--- config.mk ---
export PLATFORM = sky130hd
export DESIGN_NAME = vtp_merge
export DESIGN_NICKNAME = d
export VERILOG_FILES = /design/src/vtp_pkg.sv /design/src/vtp_merge.sv
export SDC_FILE = /design/constraint.sdc
export NUM_CORES = 1
export LEC_CHECK = 0
export ABC_CLOCK_PERIOD_IN_PS = 14700
export BUFFER_PORTS_ARGS = -buffer_cell sky130_fd_sc_hd__buf_4
export CAP_MARGIN = 20
export CORE_UTILIZATION = 25
export DETAILED_ROUTE_END_ITERATION = 7
export HOLD_SLACK_MARGIN = 0.1
export SLEW_MARGIN = 20
export SYNTH_ARGS = -nofsm -noshare
export SYNTH_HDL_FRONTEND = slang
export SYNTH_SLANG_ARGS = --single-unit
--- constraint.sdc ---
create_clock -name i_clk -period 14.7 [get_ports i_clk]
set_input_delay 4.41 -clock i_clk [delete_from_list [all_inputs] [get_ports i_clk]]
set_output_delay 4.41 -clock i_clk [all_outputs]
set_load 0.05 [all_outputs]
--- src/vtp_pkg.sv ---
// ----------------------------------------------------------------------------
// vtp_pkg
// Shared types and constants for the vector triple product unit.
// ----------------------------------------------------------------------------
`default_nettype none

package vtp_pkg;

    // width of every result field
    localparam int OUT_WIDTH = 49;

    // operation select
    typedef enum logic [1:0] {
        ACT_DOT      = 2'd0,
        ACT_CROSS    = 2'd1,
        ACT_TRIPLE_S = 2'd2,
        ACT_TRIPLE_V = 2'd3
    } t_action;

    // per-lane stage control from the top level
    typedef struct packed {
        logic    en_a;
        logic    en_b;
        logic    en_c;
        t_action act_a;
        t_action act_c;
    } t_lane_ctl;

endpackage

`default_nettype wire

--- src/vtp_merge.sv ---
// ----------------------------------------------------------------------------
// vtp_merge
// Combines the three lanes into the scalar and vector result registers.
// ----------------------------------------------------------------------------
`default_nettype none

module vtp_merge #(
    parameter int COMPONENT_WIDTH = 16
) (
    input  wire                                     i_clk,
    input  wire                                     i_en,
    input  wire vtp_pkg::t_action                   i_act,
    input  wire logic signed [2*COMPONENT_WIDTH:0]  i_t [3],
    input  wire logic signed [3*COMPONENT_WIDTH:0]  i_q0 [3],
    input  wire logic signed [3*COMPONENT_WIDTH:0]  i_q1 [3],
    output logic signed [vtp_pkg::OUT_WIDTH-1:0]    o_scalar,
    output logic signed [vtp_pkg::OUT_WIDTH-1:0]    o_vec [3]
);
    import vtp_pkg::*;

    localparam int SW = 3 * COMPONENT_WIDTH + 3;
    localparam int EW = (SW > OUT_WIDTH) ? SW : OUT_WIDTH;
    localparam logic signed [SW-1:0] ZERO = '0;

    logic signed [SW-1:0]        w_sum_t;
    logic signed [SW-1:0]        w_sum_q;
    logic signed [SW-1:0]        w_scalar;
    logic signed [SW-1:0]        w_vec [3];
    logic signed [EW-1:0]        w_scalar_e;
    logic signed [EW-1:0]        w_vec_e [3];
    logic signed [OUT_WIDTH-1:0] r_scalar;
    logic signed [OUT_WIDTH-1:0] r_vec [3];

    // lane sums for the two scalar operations
    assign w_sum_t = SW'(i_t[0]) + SW'(i_t[1]) + SW'(i_t[2]);
    assign w_sum_q = SW'(i_q0[0]) + SW'(i_q0[1]) + SW'(i_q0[2]);

    // pick per operation, unused fields zero
    always_comb begin
        w_scalar = ZERO;
        for (int k = 0; k < 3; k++) begin
            w_vec[k] = ZERO;
        end
        case (i_act)
            ACT_DOT: begin
                w_scalar = w_sum_t;
            end
            ACT_CROSS: begin
                for (int k = 0; k < 3; k++) begin
                    w_vec[k] = SW'(i_t[k]);
                end
            end
            ACT_TRIPLE_S: begin
                w_scalar = w_sum_q;
            end
            ACT_TRIPLE_V: begin
                for (int k = 0; k < 3; k++) begin
                    w_vec[k] = SW'(i_q0[k]) - SW'(i_q1[k]);
                end
            end
            default: begin
                w_scalar = ZERO;
            end
        endcase
    end

    // sign extend or wrap to the result width
    always_comb begin
        w_scalar_e = EW'(w_scalar);
        for (int k = 0; k < 3; k++) begin
            w_vec_e[k] = EW'(w_vec[k]);
        end
    end

    // result registers
    always_ff @(posedge i_clk) begin
        if (i_en) begin
            r_scalar <= w_scalar_e[OUT_WIDTH-1:0];
            for (int k = 0; k < 3; k++) begin
                r_vec[k] <= w_vec_e[k][OUT_WIDTH-1:0];
            end
        end
    end

    assign o_scalar = r_scalar;
    assign o_vec    = r_vec;

endmodule

`default_nettype wire

# ---- Yosys cells after proc, flatten, opt, wreduce, memory -nomap -nowiden
# Cells that the tools add are included.
dict set report op_classes {
  n_addsub 7
  n_eq_ne 3
  muxes 2
  reduce_logical 1
}
# cell count
set op_table {}
lappend op_table {{$pmux W151 S2} 1}
lappend op_table {{$sub A49 B49 Y50} 2}
lappend op_table {{$add A49 B49 Y49} 2}
lappend op_table {{$pmux W49 S2} 1}
lappend op_table {{$sub A49 B49 Y49} 1}
lappend op_table {{$add A34 B33 Y35} 1}
lappend op_table {{$add A33 B33 Y34} 1}
lappend op_table {{$eq A2 B2 Y1 const B} 2}
lappend op_table {{$eq A2 B1 Y1 const B} 1}
lappend op_table {{$logic_not A2 Y1} 1}
dict set report totals {
  reg_bits 196
  inputBits 397
  output_inout_bits 196
  word_cells 17
}

# ---- Longest topological paths before layout
dict set report depth {
  depth_word 3
  ltp_mapped 15
  depth_no_buf 15
}

# ---- Worst setup path after synthesis
# No wires, ideal clock.
dict set report synth_timing {
  path_type {input to register}
  from {input i_t[1] (netlist name)}
  to {register r_scalar[33], in the netlist o_scalar[33], data pin}
  setup_time_ns 0.256
  t_arrival_ns 7.509
  path_slack_ns 6.935
  cell_stages 13
  path_cell_list {fa_1 -> ha_1 -> fa_1 -> a211oi_1 -> nor2_1 -> o41a_2 -> o31ai_4 -> o21ai_2 -> a311oi_2 -> nor2_1 -> a21oi_1 -> xnor2_1 -> o211a_1}
}
dict set report synth_via {
  elab_chain_cells 2
}
# element line
set synth_rtl {}
lappend synth_rtl {{from (decl)} vtp_merge.sv:13} ;# input wire logic signed [2*COMPONENT_WIDTH:0] i_t [3],
lappend synth_rtl {{$add A34 B33 Y35} vtp_merge.sv:35} ;# assign w_sum_t = SW'(i_t[0]) + SW'(i_t[1]) + SW'(i_t[2]);
lappend synth_rtl {{$pmux W49 S2} vtp_merge.sv:44} ;# case (i_act)
lappend synth_rtl {{net w_scalar[33]} vtp_merge.sv:27} ;# logic signed [SW-1:0] w_scalar;
lappend synth_rtl {{to (signal assigned)} vtp_merge.sv:78} ;# r_scalar <= w_scalar_e[OUT_WIDTH-1:0];
lappend synth_rtl {{to (decl)} vtp_merge.sv:31} ;# logic signed [OUT_WIDTH-1:0] r_scalar;
# The timed path passes the listed nets, and every way through them passes these cells.
# A chain may end at the register's enable or synchronous reset.

# ---- Final worst setup path
dict set report layout_timing {
  from {input i_q0[1] (netlist name)}
  to {register r_scalar[47], in the netlist o_scalar[47], data pin}
}
dict set report layout_via {
  elab_chain_cells 2
}
# element line
set layout_rtl {}
lappend layout_rtl {{from (decl)} vtp_merge.sv:14} ;# input wire logic signed [3*COMPONENT_WIDTH:0] i_q0 [3],
lappend layout_rtl {{$add A49 B49 Y49} vtp_merge.sv:36} ;# assign w_sum_q = SW'(i_q0[0]) + SW'(i_q0[1]) + SW'(i_q0[2]);
lappend layout_rtl {{$pmux W49 S2} vtp_merge.sv:44}
lappend layout_rtl {{net w_scalar[47]} vtp_merge.sv:27}
# The timed path passes the listed nets, and every way through them passes these cells.

==> flow_summary.yaml <==
outcome:
  status: "complete, no violations"
grt:
  grt_max_degree: 93
  gr-total-overflow: 0
  grt_pass1_wl_mm: 150.0
  grt_antenna_before_repair: 58
  grt_pass1_vias: 21420
  track_usage: 0.2334
yosys:
  syn_nets: 3233
  ys_ff_latch: 196
  synth.top_cells.by_area: "edfxtp_1 (26%), ha_1 (13%), fa_1 (7.7%)"
  syn_avg_cell_area_um2: 8.804
  yosysTopAreaCell: "edfxtp_1"
  synthesis.area_um2: 22240
  yosysWarnings: 0
  synth-main-ff-cell: "edfxtp_1"
  synthArstFlopShare: 0
  netlist_instances: 2526
  synth-edff-count: 196
  synth_cell_types: 92
  synth_top_area_frac: 0.2646
  ys_seq_area_frac: 0.2646
timing:
  maxSlewViolCount: 0
  hold_violations: 0
  hold_slack_ns: 4.193
  finalCritPeriodShare: 0.5357
  fmax_mhz: 127.0
  finalSetupViolCount: 0
  layout_min_cycle_time_ns: 7.875
  rsz0062_at_grt: "no"
  slew_headroom: 0.3293
  worst_pin_slew_ns: 0.9969
  tns_ns: 0
  fin_ws_ns: 6.825
routing:
  drcViolationCount: 0
  ant_nets: 0
  vias_per_cell: 5.224
  wl_mm: 108.6
  wl_per_cell_um: 25.52
  dr.pass1.iters: 8
  first_iter_violations: 2154
  vias: 22240
clock_network:
  postCtsSetupRepairBufs: 0
  clk_pin_slew_ns: 0.09
  cts.path.max_buffers: 2
  ctsHoldBuffers: 0
  cts_inserted_buffers: 17
  cts-resized-gates: 0
  htree_levels: 4
  cts_sinks: 196
  cts_tree: "yes"
  root_buffer: "clkbuf_16"
cells_and_area:
  final_cells: 4257
  area_growth_pct: 27.95
  drive_gt1_frac: 0.2211
  num-fill-cells: 9278
  nNetsFinal: 3756
critical_path:
  cp-start-kind: "input port"
  arrival_ns: 8.09
  criticalPathCategory: "in2reg"
  cp.required_ns: 14.92
  crit_path_end_kind: "register"
  cp_max_fo: 4
placed_design:
  io_buffers: 592
  gp_congestion: 0.9790
  pre_cts_ws_ns: 6.239
  dp_hpwl_mm: 92.22
  dp_cells: 4195
floorplanning:
  core_area_um2: 88240
  start_util: 0.2520
  core.rowCount: 109
  die_y_um: 300.3
  dieArea_um2: 90160
  die_w_um: 300.3
  ios: 593
power:
  powerDensity_nw_per_um2: 98.76
  finalPower_w: 0.002810
  vdd_drop_max_uv: 108.9
  leakagePower_nw: 12.88
hold_path:
  hold_class: "in2reg"
  min_path_cells: 3
  holdCritStartpoint: "i_t[63]"
  min_to: "o_vec[79]"
job:
  max_cap_viol_count: 0
[routing by layer]
layer | up-vias | wire [µm] | GRT usage
li1 | 10290 | - | -
met5 | - | 280 | 0
met3 | 189 | 8489 | 0.05463
met4 | 46 | 3730 | 0.1029
met1 | 10810 | 47110 | 0.3101
met2 | 905 | 49030 | 0.3587
[layout make-up]
class / count / area (µm²) / area share
timing repair buffer: 601 / 4518 / 0.1588
antenna: 30 / 75.07 / 0.002638
clock inverter: 15 / 143.9 / 0.005057
tap: 1165 / 1458 / 0.05122
sequential: 196 / 5886 / 0.2068
clock buffer: 17 / 425.4 / 0.01495
inverter: 207 / 777.0 / 0.02731
multi-input combinational: 2026 / 15170 / 0.5332
[registers in the layout, summed over array words and instances (netlist names)]
signal,cells
o_scalar,49
o_vec,147
[worst max-delay path, cell delays in order]
cell	delay (ns)
buf_4	0.10
inv_1	0.05
fa_1	0.53
inv_1	0.05
ha_1	0.24
fa_1	0.48
nand3_1	0.16
a211oi_1	0.17
o21ai_0	0.25
nand3_1	0.17
a21oi_1	0.34
o211ai_1	0.23
a211oi_1	0.48
a21oi_1	0.17
xnor2_1	0.17
o21ai_0	0.08
[cell usage after synthesis, types with 9 or more instances]
master	count
o31ai_1	11
nor3_1	30
o22ai_1	9
nand4_1	40
nand3_1	38
or3_1	10
inv_1	207
o211ai_1	17
and2_1	15
or2_2	9
and3_1	20
nand2b_1	20
a21o_1	121
buf_2	9
edfxtp_1	196
a211oi_1	43
nor2b_1	20
xor2_1	85
buf_1	9
a31oi_1	30
xnor2_1	115
nand2_1	149
mux2i_1	62
o21bai_1	31
o21a_1	29
clkbuf_1	71
ha_1	224
fa_1	86
a21oi_1	244
o21ai_1	13
nor2_1	239
o21ai_0	171
[worst max path at each step]
stage / from / end / slack, ns / cells past startpoint
global route: i_t[3] / o_scalar[42] / 6.43 / 13
detailed placement: i_t[3] / o_scalar[40] / 6.24 / 13
global placement: i_t[3] / o_scalar[47] / 6.25 / 13
finish: i_q0[1] / o_scalar[47] / 6.82 / 16
CTS: i_t[3] / o_scalar[40] / 6.78 / 13
floorplan: i_t[1] / o_scalar[33] / 6.94 / 13
[layout by cell type (no fill, tap or decap), types with 9 or more instances in the layout]
cell,Yosys,routed
inv_1,207,205
xor2_1,85,85
nand2b_1,20,20
or3_1,10,10
diode_2,0,30
and3_1,20,20
nor2_1,239,239
edfxtp_1,196,196
xnor2_1,115,115
o22ai_1,9,9
fa_1,86,86
o21ai_0,171,171
buf_4,6,600
nor3_1,30,30
o21bai_1,31,31
a21o_1,121,121
a21oi_1,244,244
o211ai_1,17,17
nand4_1,40,40
nand3_1,38,38
and2_1,15,15
clkbuf_16,0,17
o21ai_1,13,13
nor2b_1,20,20
ha_1,224,224
o31ai_1,11,11
nand2_1,149,148
o21a_1,29,29
or2_2,9,9
a211oi_1,43,43
mux2i_1,62,62
a31oi_1,30,30
[power by group]
group / switching, W / internal, W / total (W)
clock: 0.000276 / 0.000224 / 0.000500
sequential: 0.0000258 / 0.000703 / 0.000729
combinational: 0.00101 / 0.000572 / 0.00158
[cells by family after synthesis]
family,Yosys count,share of synthesized area
AOI/OAI and AO/OA,830,0.2407
xor gates and xnor gates,200,0.07876
adders and majority gates,310,0.2034
buffers and inverters,304,0.05322
DFF,196,0.2646
muxes,62,0.02790
and+or+nand+nor,624,0.1313
[stage by stage]
stage | utilization | area, µm²
global placement | 0.3152 | 27810
global route | 0.3225 | 28460
finish | 0.3225 | 28460
floorplan | - | 22240
CTS | 0.3216 | 28380
detailed placement | 0.3152 | 27810
Note: power is estimated with default switching activity, not from simulation.
