--- src/vtp_pkg.sv ---
// ----------------------------------------------------------------------------
// vtp_pkg
// Shared types and constants for the vector triple product unit.
// ----------------------------------------------------------------------------
`default_nettype none

package vtp_pkg;

    // width of every result field
    localparam int OUT_WIDTH = 49;

    // operation select
    typedef enum logic [1:0] {
        ACT_DOT      = 2'd0,
        ACT_CROSS    = 2'd1,
        ACT_TRIPLE_S = 2'd2,
        ACT_TRIPLE_V = 2'd3
    } t_action;

    // per-lane stage control from the top level
    typedef struct packed {
        logic    en_a;
        logic    en_b;
        logic    en_c;
        t_action act_a;
        t_action act_c;
    } t_lane_ctl;

endpackage

`default_nettype wire

--- src/vtp_lane.sv ---
// ----------------------------------------------------------------------------
// vtp_lane
// One component lane: first products, first cross component, second products.
// ----------------------------------------------------------------------------
`default_nettype none

module vtp_lane #(
    parameter int COMPONENT_WIDTH = 16
) (
    input  wire                                     i_clk,
    input  wire vtp_pkg::t_lane_ctl                 i_ctl,
    // operands for stage a (k, k+1, k+2 rotated per lane)
    input  wire logic signed [COMPONENT_WIDTH-1:0]  i_a_k,
    input  wire logic signed [COMPONENT_WIDTH-1:0]  i_a_k1,
    input  wire logic signed [COMPONENT_WIDTH-1:0]  i_a_k2,
    input  wire logic signed [COMPONENT_WIDTH-1:0]  i_b_k,
    input  wire logic signed [COMPONENT_WIDTH-1:0]  i_b_k1,
    input  wire logic signed [COMPONENT_WIDTH-1:0]  i_b_k2,
    input  wire logic signed [COMPONENT_WIDTH-1:0]  i_c_k1,
    input  wire logic signed [COMPONENT_WIDTH-1:0]  i_c_k2,
    // delayed a for stage c
    input  wire logic signed [COMPONENT_WIDTH-1:0]  i_ad_k,
    input  wire logic signed [COMPONENT_WIDTH-1:0]  i_ad_k1,
    input  wire logic signed [COMPONENT_WIDTH-1:0]  i_ad_k2,
    // neighbor lanes' first cross components
    input  wire logic signed [2*COMPONENT_WIDTH:0]  i_t_k1,
    input  wire logic signed [2*COMPONENT_WIDTH:0]  i_t_k2,
    output logic signed [2*COMPONENT_WIDTH:0]       o_t,
    output logic signed [2*COMPONENT_WIDTH:0]       o_t_c,
    output logic signed [3*COMPONENT_WIDTH:0]       o_q0,
    output logic signed [3*COMPONENT_WIDTH:0]       o_q1
);
    import vtp_pkg::*;

    localparam int PW = 2 * COMPONENT_WIDTH;
    localparam int TW = 2 * COMPONENT_WIDTH + 1;
    localparam int QW = 3 * COMPONENT_WIDTH + 1;

    logic                             w_dot;
    logic                             w_abp;
    logic                             w_tri_s;
    logic signed [COMPONENT_WIDTH-1:0] w_x0, w_y0, w_x1, w_y1;
    logic signed [COMPONENT_WIDTH-1:0] w_u0;
    logic signed [TW-1:0]             w_v0;
    logic signed [PW-1:0]             r_m0, r_m1;
    logic signed [TW-1:0]             r_t, r_t_c;
    logic signed [QW-1:0]             r_q0, r_q1;

    // stage a operand select: dot uses (a_k, b_k), cross of a,b or of b,c
    assign w_dot   = (i_ctl.act_a == ACT_DOT);
    assign w_abp   = (i_ctl.act_a inside {ACT_DOT, ACT_CROSS});
    assign w_x0    = w_dot ? i_a_k : (w_abp ? i_a_k1 : i_b_k1);
    assign w_y0    = w_dot ? i_b_k : (w_abp ? i_b_k2 : i_c_k2);
    assign w_x1    = w_abp ? i_a_k2 : i_b_k2;
    assign w_y1    = w_abp ? i_b_k1 : i_c_k1;

    // stage a: two products
    always_ff @(posedge i_clk) begin
        if (i_ctl.en_a) begin
            r_m0 <= PW'(w_x0) * PW'(w_y0);
            r_m1 <= w_dot ? {PW{1'b0}} : PW'(w_x1) * PW'(w_y1);
        end
    end

    // stage b: cross component (or plain dot term)
    always_ff @(posedge i_clk) begin
        if (i_ctl.en_b) begin
            r_t <= TW'(r_m0) - TW'(r_m1);
        end
    end

    // stage c operand select: scalar triple uses a_k * t_k
    assign w_tri_s = (i_ctl.act_c == ACT_TRIPLE_S);
    assign w_u0    = w_tri_s ? i_ad_k : i_ad_k1;
    assign w_v0    = w_tri_s ? r_t : i_t_k2;

    // stage c: second products, carry t along for the merge
    always_ff @(posedge i_clk) begin
        if (i_ctl.en_c) begin
            r_q0  <= QW'(w_u0) * QW'(w_v0);
            r_q1  <= w_tri_s ? {QW{1'b0}} : QW'(i_ad_k2) * QW'(i_t_k1);
            r_t_c <= r_t;
        end
    end

    assign o_t   = r_t;
    assign o_t_c = r_t_c;
    assign o_q0  = r_q0;
    assign o_q1  = r_q1;

endmodule

`default_nettype wire

--- config.mk ---
export PLATFORM = sky130hd
export DESIGN_NAME = vtp_lane
export DESIGN_NICKNAME = d
export VERILOG_FILES = /design/src/vtp_pkg.sv /design/src/vtp_lane.sv
export SDC_FILE = /design/constraint.sdc
export NUM_CORES = 2
export LEC_CHECK = 0
export BUFFER_PORTS_ARGS = -buffer_cell sky130_fd_sc_hd__clkbuf_2
export CORE_UTILIZATION = 65
export DETAILED_ROUTE_END_ITERATION = 6
export GPL_TIMING_DRIVEN = 0
export PLACE_DENSITY = 0.92
export SLEW_MARGIN = 0
export SYNTH_ARGS = -nofsm -noshare
export SYNTH_HDL_FRONTEND = slang
export SYNTH_SLANG_ARGS = --single-unit
--- constraint.sdc ---
create_clock -name i_clk -period 11.6 [get_ports i_clk]
set_input_delay 1.16 -clock i_clk [delete_from_list [all_inputs] [get_ports i_clk]]
set_output_delay 1.16 -clock i_clk [all_outputs]
set_load 0.03 [all_outputs]
## Word-level counts from Yosys, hierarchy flattened

Index checks and enable logic that the tools add are counted.

| storage, ports and cells | value |
|---|---|
| logic and storage cells | 23 |
| input bits | 250 |
| register bits after elaboration | 228 |
| output and inout port bits | 164 |

| operators by class | value |
|---|---|
| reductions and logical operators | 2 |
| multipliers | 4 |
| mux-type cells | 8 |
| equal/unequal tests | 2 |
| add/subtract/negate cells | 1 |

Operator list:

| cell | count |
|---|---|
| 16-bit 2-to-1 mux | 7 |
| 16-bit by 33-bit multiplier with 49-bit output | 2 |
| 16-bit by 16-bit multiplier with 32-bit output | 2 |
| 33-bit 2-to-1 mux | 1 |
| 32-bit by 32-bit subtractor with 33-bit output | 1 |
| 2-bit by 1-bit equality test with 1-bit output, second input constant | 1 |
| 2-bit equality test, second input constant | 1 |
| 2-bit logical NOT | 1 |
| 2-bit nonzero test | 1 |

## Depth between registers and ports, before layout

| logic depth | value |
|---|---|
| depth in word-level cells | 5 |
| gate-level depth with buffers | 30 |
| mapped depth without buffers | 27 |

## Least setup slack after synthesis

Ideal clock, no wire load.

| timing | value |
|---|---|
| kind | input -> register |
| from | input i_ctl[2] (netlist bit) |
| to | register r_m0[31] (data pin) |
| setup time | 259 ps |
| data required time | 11341 ps |
| stages on the path | 29 |
| path buffers | 3 |
| arrival time | 8312 ps |
| setup slack | 3029 ps |
| cell sequence | clkbuf_1 > clkbuf_1 > mux2i_1 > o21ai_1 > clkbuf_1 > nand2_1 > fa_1 > inv_1 > fa_1 > inv_1 > fa_1 > inv_1 > fa_1 > inv_1 > fa_1 > inv_1 > fa_1 > ha_1 > a21oi_1 > o21ai_1 > a2111oi_4 > a21oi_2 > a41o_1 > or4_1 > a31o_1 > a21o_1 > a21oi_2 > a21oi_1 > xnor2_1 |

| between the ends | value |
|---|---|
| cells in the longest elaborated chain, start to end | 5 |
| elaborated cells between the ends (all ways) | 8 |

Ends and longest elaborated chain:

| item | line | RTL |
|---|---|---|
| from (decl) | vtp_lane.sv:11 | `input wire vtp_pkg::t_lane_ctl i_ctl,` |
| 2-bit by 1-bit equality test with 1-bit output or 2-bit logical NOT (tied branches) | vtp_lane.sv:51, vtp_lane.sv:50 |  |
| 2-bit nonzero test | vtp_lane.sv:51 | `assign w_abp = (i_ctl.act_a inside {ACT_DOT, ACT_CROSS});` |
| 16-bit 2-to-1 mux (on tied branches) (2 in a row) | vtp_lane.sv:52, vtp_lane.sv:53 |  |
| 16-bit by 16-bit multiplier with 32-bit output * | vtp_lane.sv:60 | `r_m0 <= PW'(w_x0) * PW'(w_y0);` |
| to (signal assigned) | vtp_lane.sv:60 |  |
| to (decl) | vtp_lane.sv:45 | `logic signed [PW-1:0] r_m0, r_m1;` |

Mark *: on every way between the ends. The rest lies on a longest branch, timed or not.
A chain may end at the register's enable or synchronous reset.

## Worst setup path in the final report

| timing | value |
|---|---|
| from | input i_ctl[1] (netlist bit) |
| to | register r_q0[46], in the netlist o_q0[46] (data pin) |

| between the ends | value |
|---|---|
| cells in the longest elaborated chain, start to end | 3 |
| elaborated cells between the ends (all ways) | 4 |

Ends and longest elaborated chain:

| item | line | RTL |
|---|---|---|
| 2-bit equality test * | vtp_lane.sv:73 | `assign w_tri_s = (i_ctl.act_c == ACT_TRIPLE_S);` |
| 16-bit 2-to-1 mux or 33-bit 2-to-1 mux (tied branches) | vtp_lane.sv:74, vtp_lane.sv:75 |  |
| 16-bit by 33-bit multiplier with 49-bit output * | vtp_lane.sv:80 | `r_q0 <= QW'(w_u0) * QW'(w_v0);` |
| to (signal assigned) | vtp_lane.sv:80 |  |
| to (decl) | vtp_lane.sv:47 | `logic signed [QW-1:0] r_q0, r_q1;` |

Marked as above.

==> flow_summary_export.csv <==
group,metric,value,unit
detailed_routing,final_antenna_net_count,0,
place,dp_hpwl,186000,microns
grt,grt_pass1_vias,56034,
outcome,violations,"DRC, capacitance limit, slew limit",
timing,tightest_slew,1.52,ns
timing,timing.fmax,88.3,MHz
min_path,hold_path_class,"reg -> reg",
place,port_buffers,411,
detailed_routing,dr.pass1.iters,7,
detailed_routing,maxUsedRoutingLayer,"met5",
clock_network,cts_hold_buf,0,
setup_path,crit_path_end_kind,"flop",
setup_path,crit_type,"in -> reg",
clock_network,cts_buffer_depth,3,
layout,syn_to_final_growth,7.23,%
clock_network,cts_setup_buffers,0,
timing,finalClockSkew,0.0280,ns
detailed_routing,avgRoutedWirePerCell,24.9,microns
grt,grt_util_all_layers,44.7,%
timing,hold_viol_final,0,
setup_path,cp.required,12.00,ns
die,die_h,319,microns
setup_path,slowest_stage,"a31oi_1",
clock_network,cts_tree,"done",
grt,grt_max_degree,68,
logic_synthesis,netlist_area,65500,sq um
logic_synthesis,async_flop_share,0,%
grt,grt_first_pass_wirelength,336000,microns
detailed_routing,via_per_inst,5.93,
timing,finalCritPeriodShare,97.6,%
logic_synthesis,yosysWarnings,0,
logic_synthesis,ys_ff_latch,228,
timing,finalSetupViolations,0,
setup_path,cpMostUsedCell,"fa_1",
die,start_util,65.5,%
outcome,run_status,"finished, violations left",
die,die_area,102000,sq um
setup_path,worstPathArrival,11.72,ns
layout,final_common_cell,"inv_1",
timing,period_minus_slack,11.32,ns
logic_synthesis,avgSynthCellArea,9.19,sq um
logic_synthesis,synth_nets,9329,
detailed_routing,drcViolationCount,1,
die,rows,116,
detailed_routing,wl_met3,28400,microns
layout,drive_above_1_share,6.79,%
place,placed_area,69300,sq um
layout,design_area,70200,sq um
grt,globalRouteOverflowTotal,0,
layout,nNetsFinal,9776,
setup_path,start_kind,"input port",
detailed_routing,wl_met1,80100,microns
setup_path,crit_path_max_incr_delay,0.78,ns
clock_network,htree_levels,1,
clock_network,cts_made_buffers,29,
layout,layout_common_cells,"inv_1, fa_1, nand2_1, nor2_1, ha_1",
detailed_routing,drt_first_iter_violations,5458,
detailed_routing,drt_wl_total,222000,microns
timing,slew_violations,11,
die,die_w,319,microns
place,place_congestion,1.04,
clock_network,clock_latency,0.65,ns
logic_synthesis,synth.distinct_cells,66,
timing,relSlewSlack,-3.95,%
logic_synthesis,synth_ff_type,"edfxtp_1",
logic_synthesis,synth_edf_count,228,
timing,rsz0062_at_grt,"no",
detailed_routing,num_vias,52797,
die,core_area,100000,sq um
layout,n_fill_cell,7701,
clock_network,ctsResizeCount,0,
die,io_pins,414,
clock_network,cts_sinks,228,
logic_synthesis,seq_area_frac_synth,10.5,%
setup_path,path_max_fanout,10,
detailed_routing,dr_wl_met2,97000,microns
logic_synthesis,postSynthCellCount,7126,
flow_run,cap_viol_max_count,1,
grt,antenna_found_initial,14,
clock_network,cts-root-buf,"clkbuf_16",
clock_network,clk_pin_slew,0.08,ns
-- layer usage --
layer,vias up,GRT usage [%]
li1,22087,-
met1,26283,57.2
met2,3560,68.0
met3,859,13.2
met4,8,26.4
met5,-,0
-- critical path, delay by kind of cell --
family          cells  cell delay, ns
xor+xnor            1            0.13
simple gates        8            2.77
fa+ha+maj           7            3.58
compound gates      6            1.82
buf+inv             7            2.22
-- cell usage after synthesis, drive strengths merged (19+ instances only) --
master	count	area share (%)
inv	1721	9.9
fa	1525	47
nand2	1122	6.4
nor2	632	3.6
ha	428	8.2
edfxtp	228	10
clkbuf	213	1.2
and2	188	1.8
xnor2	150	2.0
a21oi	144	1.1
o21ai	111	0.85
mux2i	108	1.7
a21o	82	0.94
o21a	52	0.60
xor2	48	0.64
nand2b	44	0.42
nor2b	32	0.31
nand3	31	0.24
nor3	30	0.23
mux2	26	0.45
o21bai	26	0.30
a211oi	25	0.29
a31oi	19	0.18
-- through the flow --
stage	setup TNS, ns	hold WS [ns]	setup slack [ns]	cells	util [%]
floorplan	0	0.607	3.03	7126	-
global placement	-0.117	0.660	-0.0657	8835	69.2
detailed placement	-0.439	0.680	-0.247	8840	69.3
CTS	0	0.676	0.379	8892	70.2
global route	0	0.695	0.0661	8900	70.2
finish	0	0.717	0.276	8907	70.2
-- flip-flops by register name, indices dropped and copies added (netlist names) --
name / count
o_q0: 49
o_q1: 49
o_t: 33
o_t_c: 33
r_m0: 32
r_m1: 32
-- cells by family after synthesis --
family | synth area share [%]
compound gates | 5.14
xor+xnor | 2.65
fa+ha+maj | 54.8
buf+inv | 11.1
flops | 10.5
mux | 2.10
simple gates | 13.8
-- worst paths after layout --
kind,from,end,slack (ns),cells past startpoint
worst min register to register,o_t[11]$_DFFE_PP_,o_t_c[11]$_DFFE_PP_,0.72,0
worst max-delay path,i_ctl[1],o_q0[46]$_DFFE_PP_,0.28,29
worst max register to register,o_t[5]$_DFFE_PP_,o_q0[46]$_DFFE_PP_,2.27,24
worst min-delay path,o_t[11]$_DFFE_PP_,o_t_c[11]$_DFFE_PP_,0.72,0
-- area by class of cell --
cell class	instances	area, sq um	area share, %
Timing Repair Buffer	416	2150	3.06
Buffer	222	833	1.19
Sequential cell	228	6850	9.75
Inverter	1721	6460	9.20
Clock buffer	31	733	1.04
Multi-Input combinational cell	4955	51400	73.2
Antenna cell	15	37.5	0.0534
Tap cell	1298	1620	2.31
Clock inverter	21	163	0.232
Power is not shown: default switching activity piles up to over one toggle a cycle in this logic, so the estimate is an artifact.
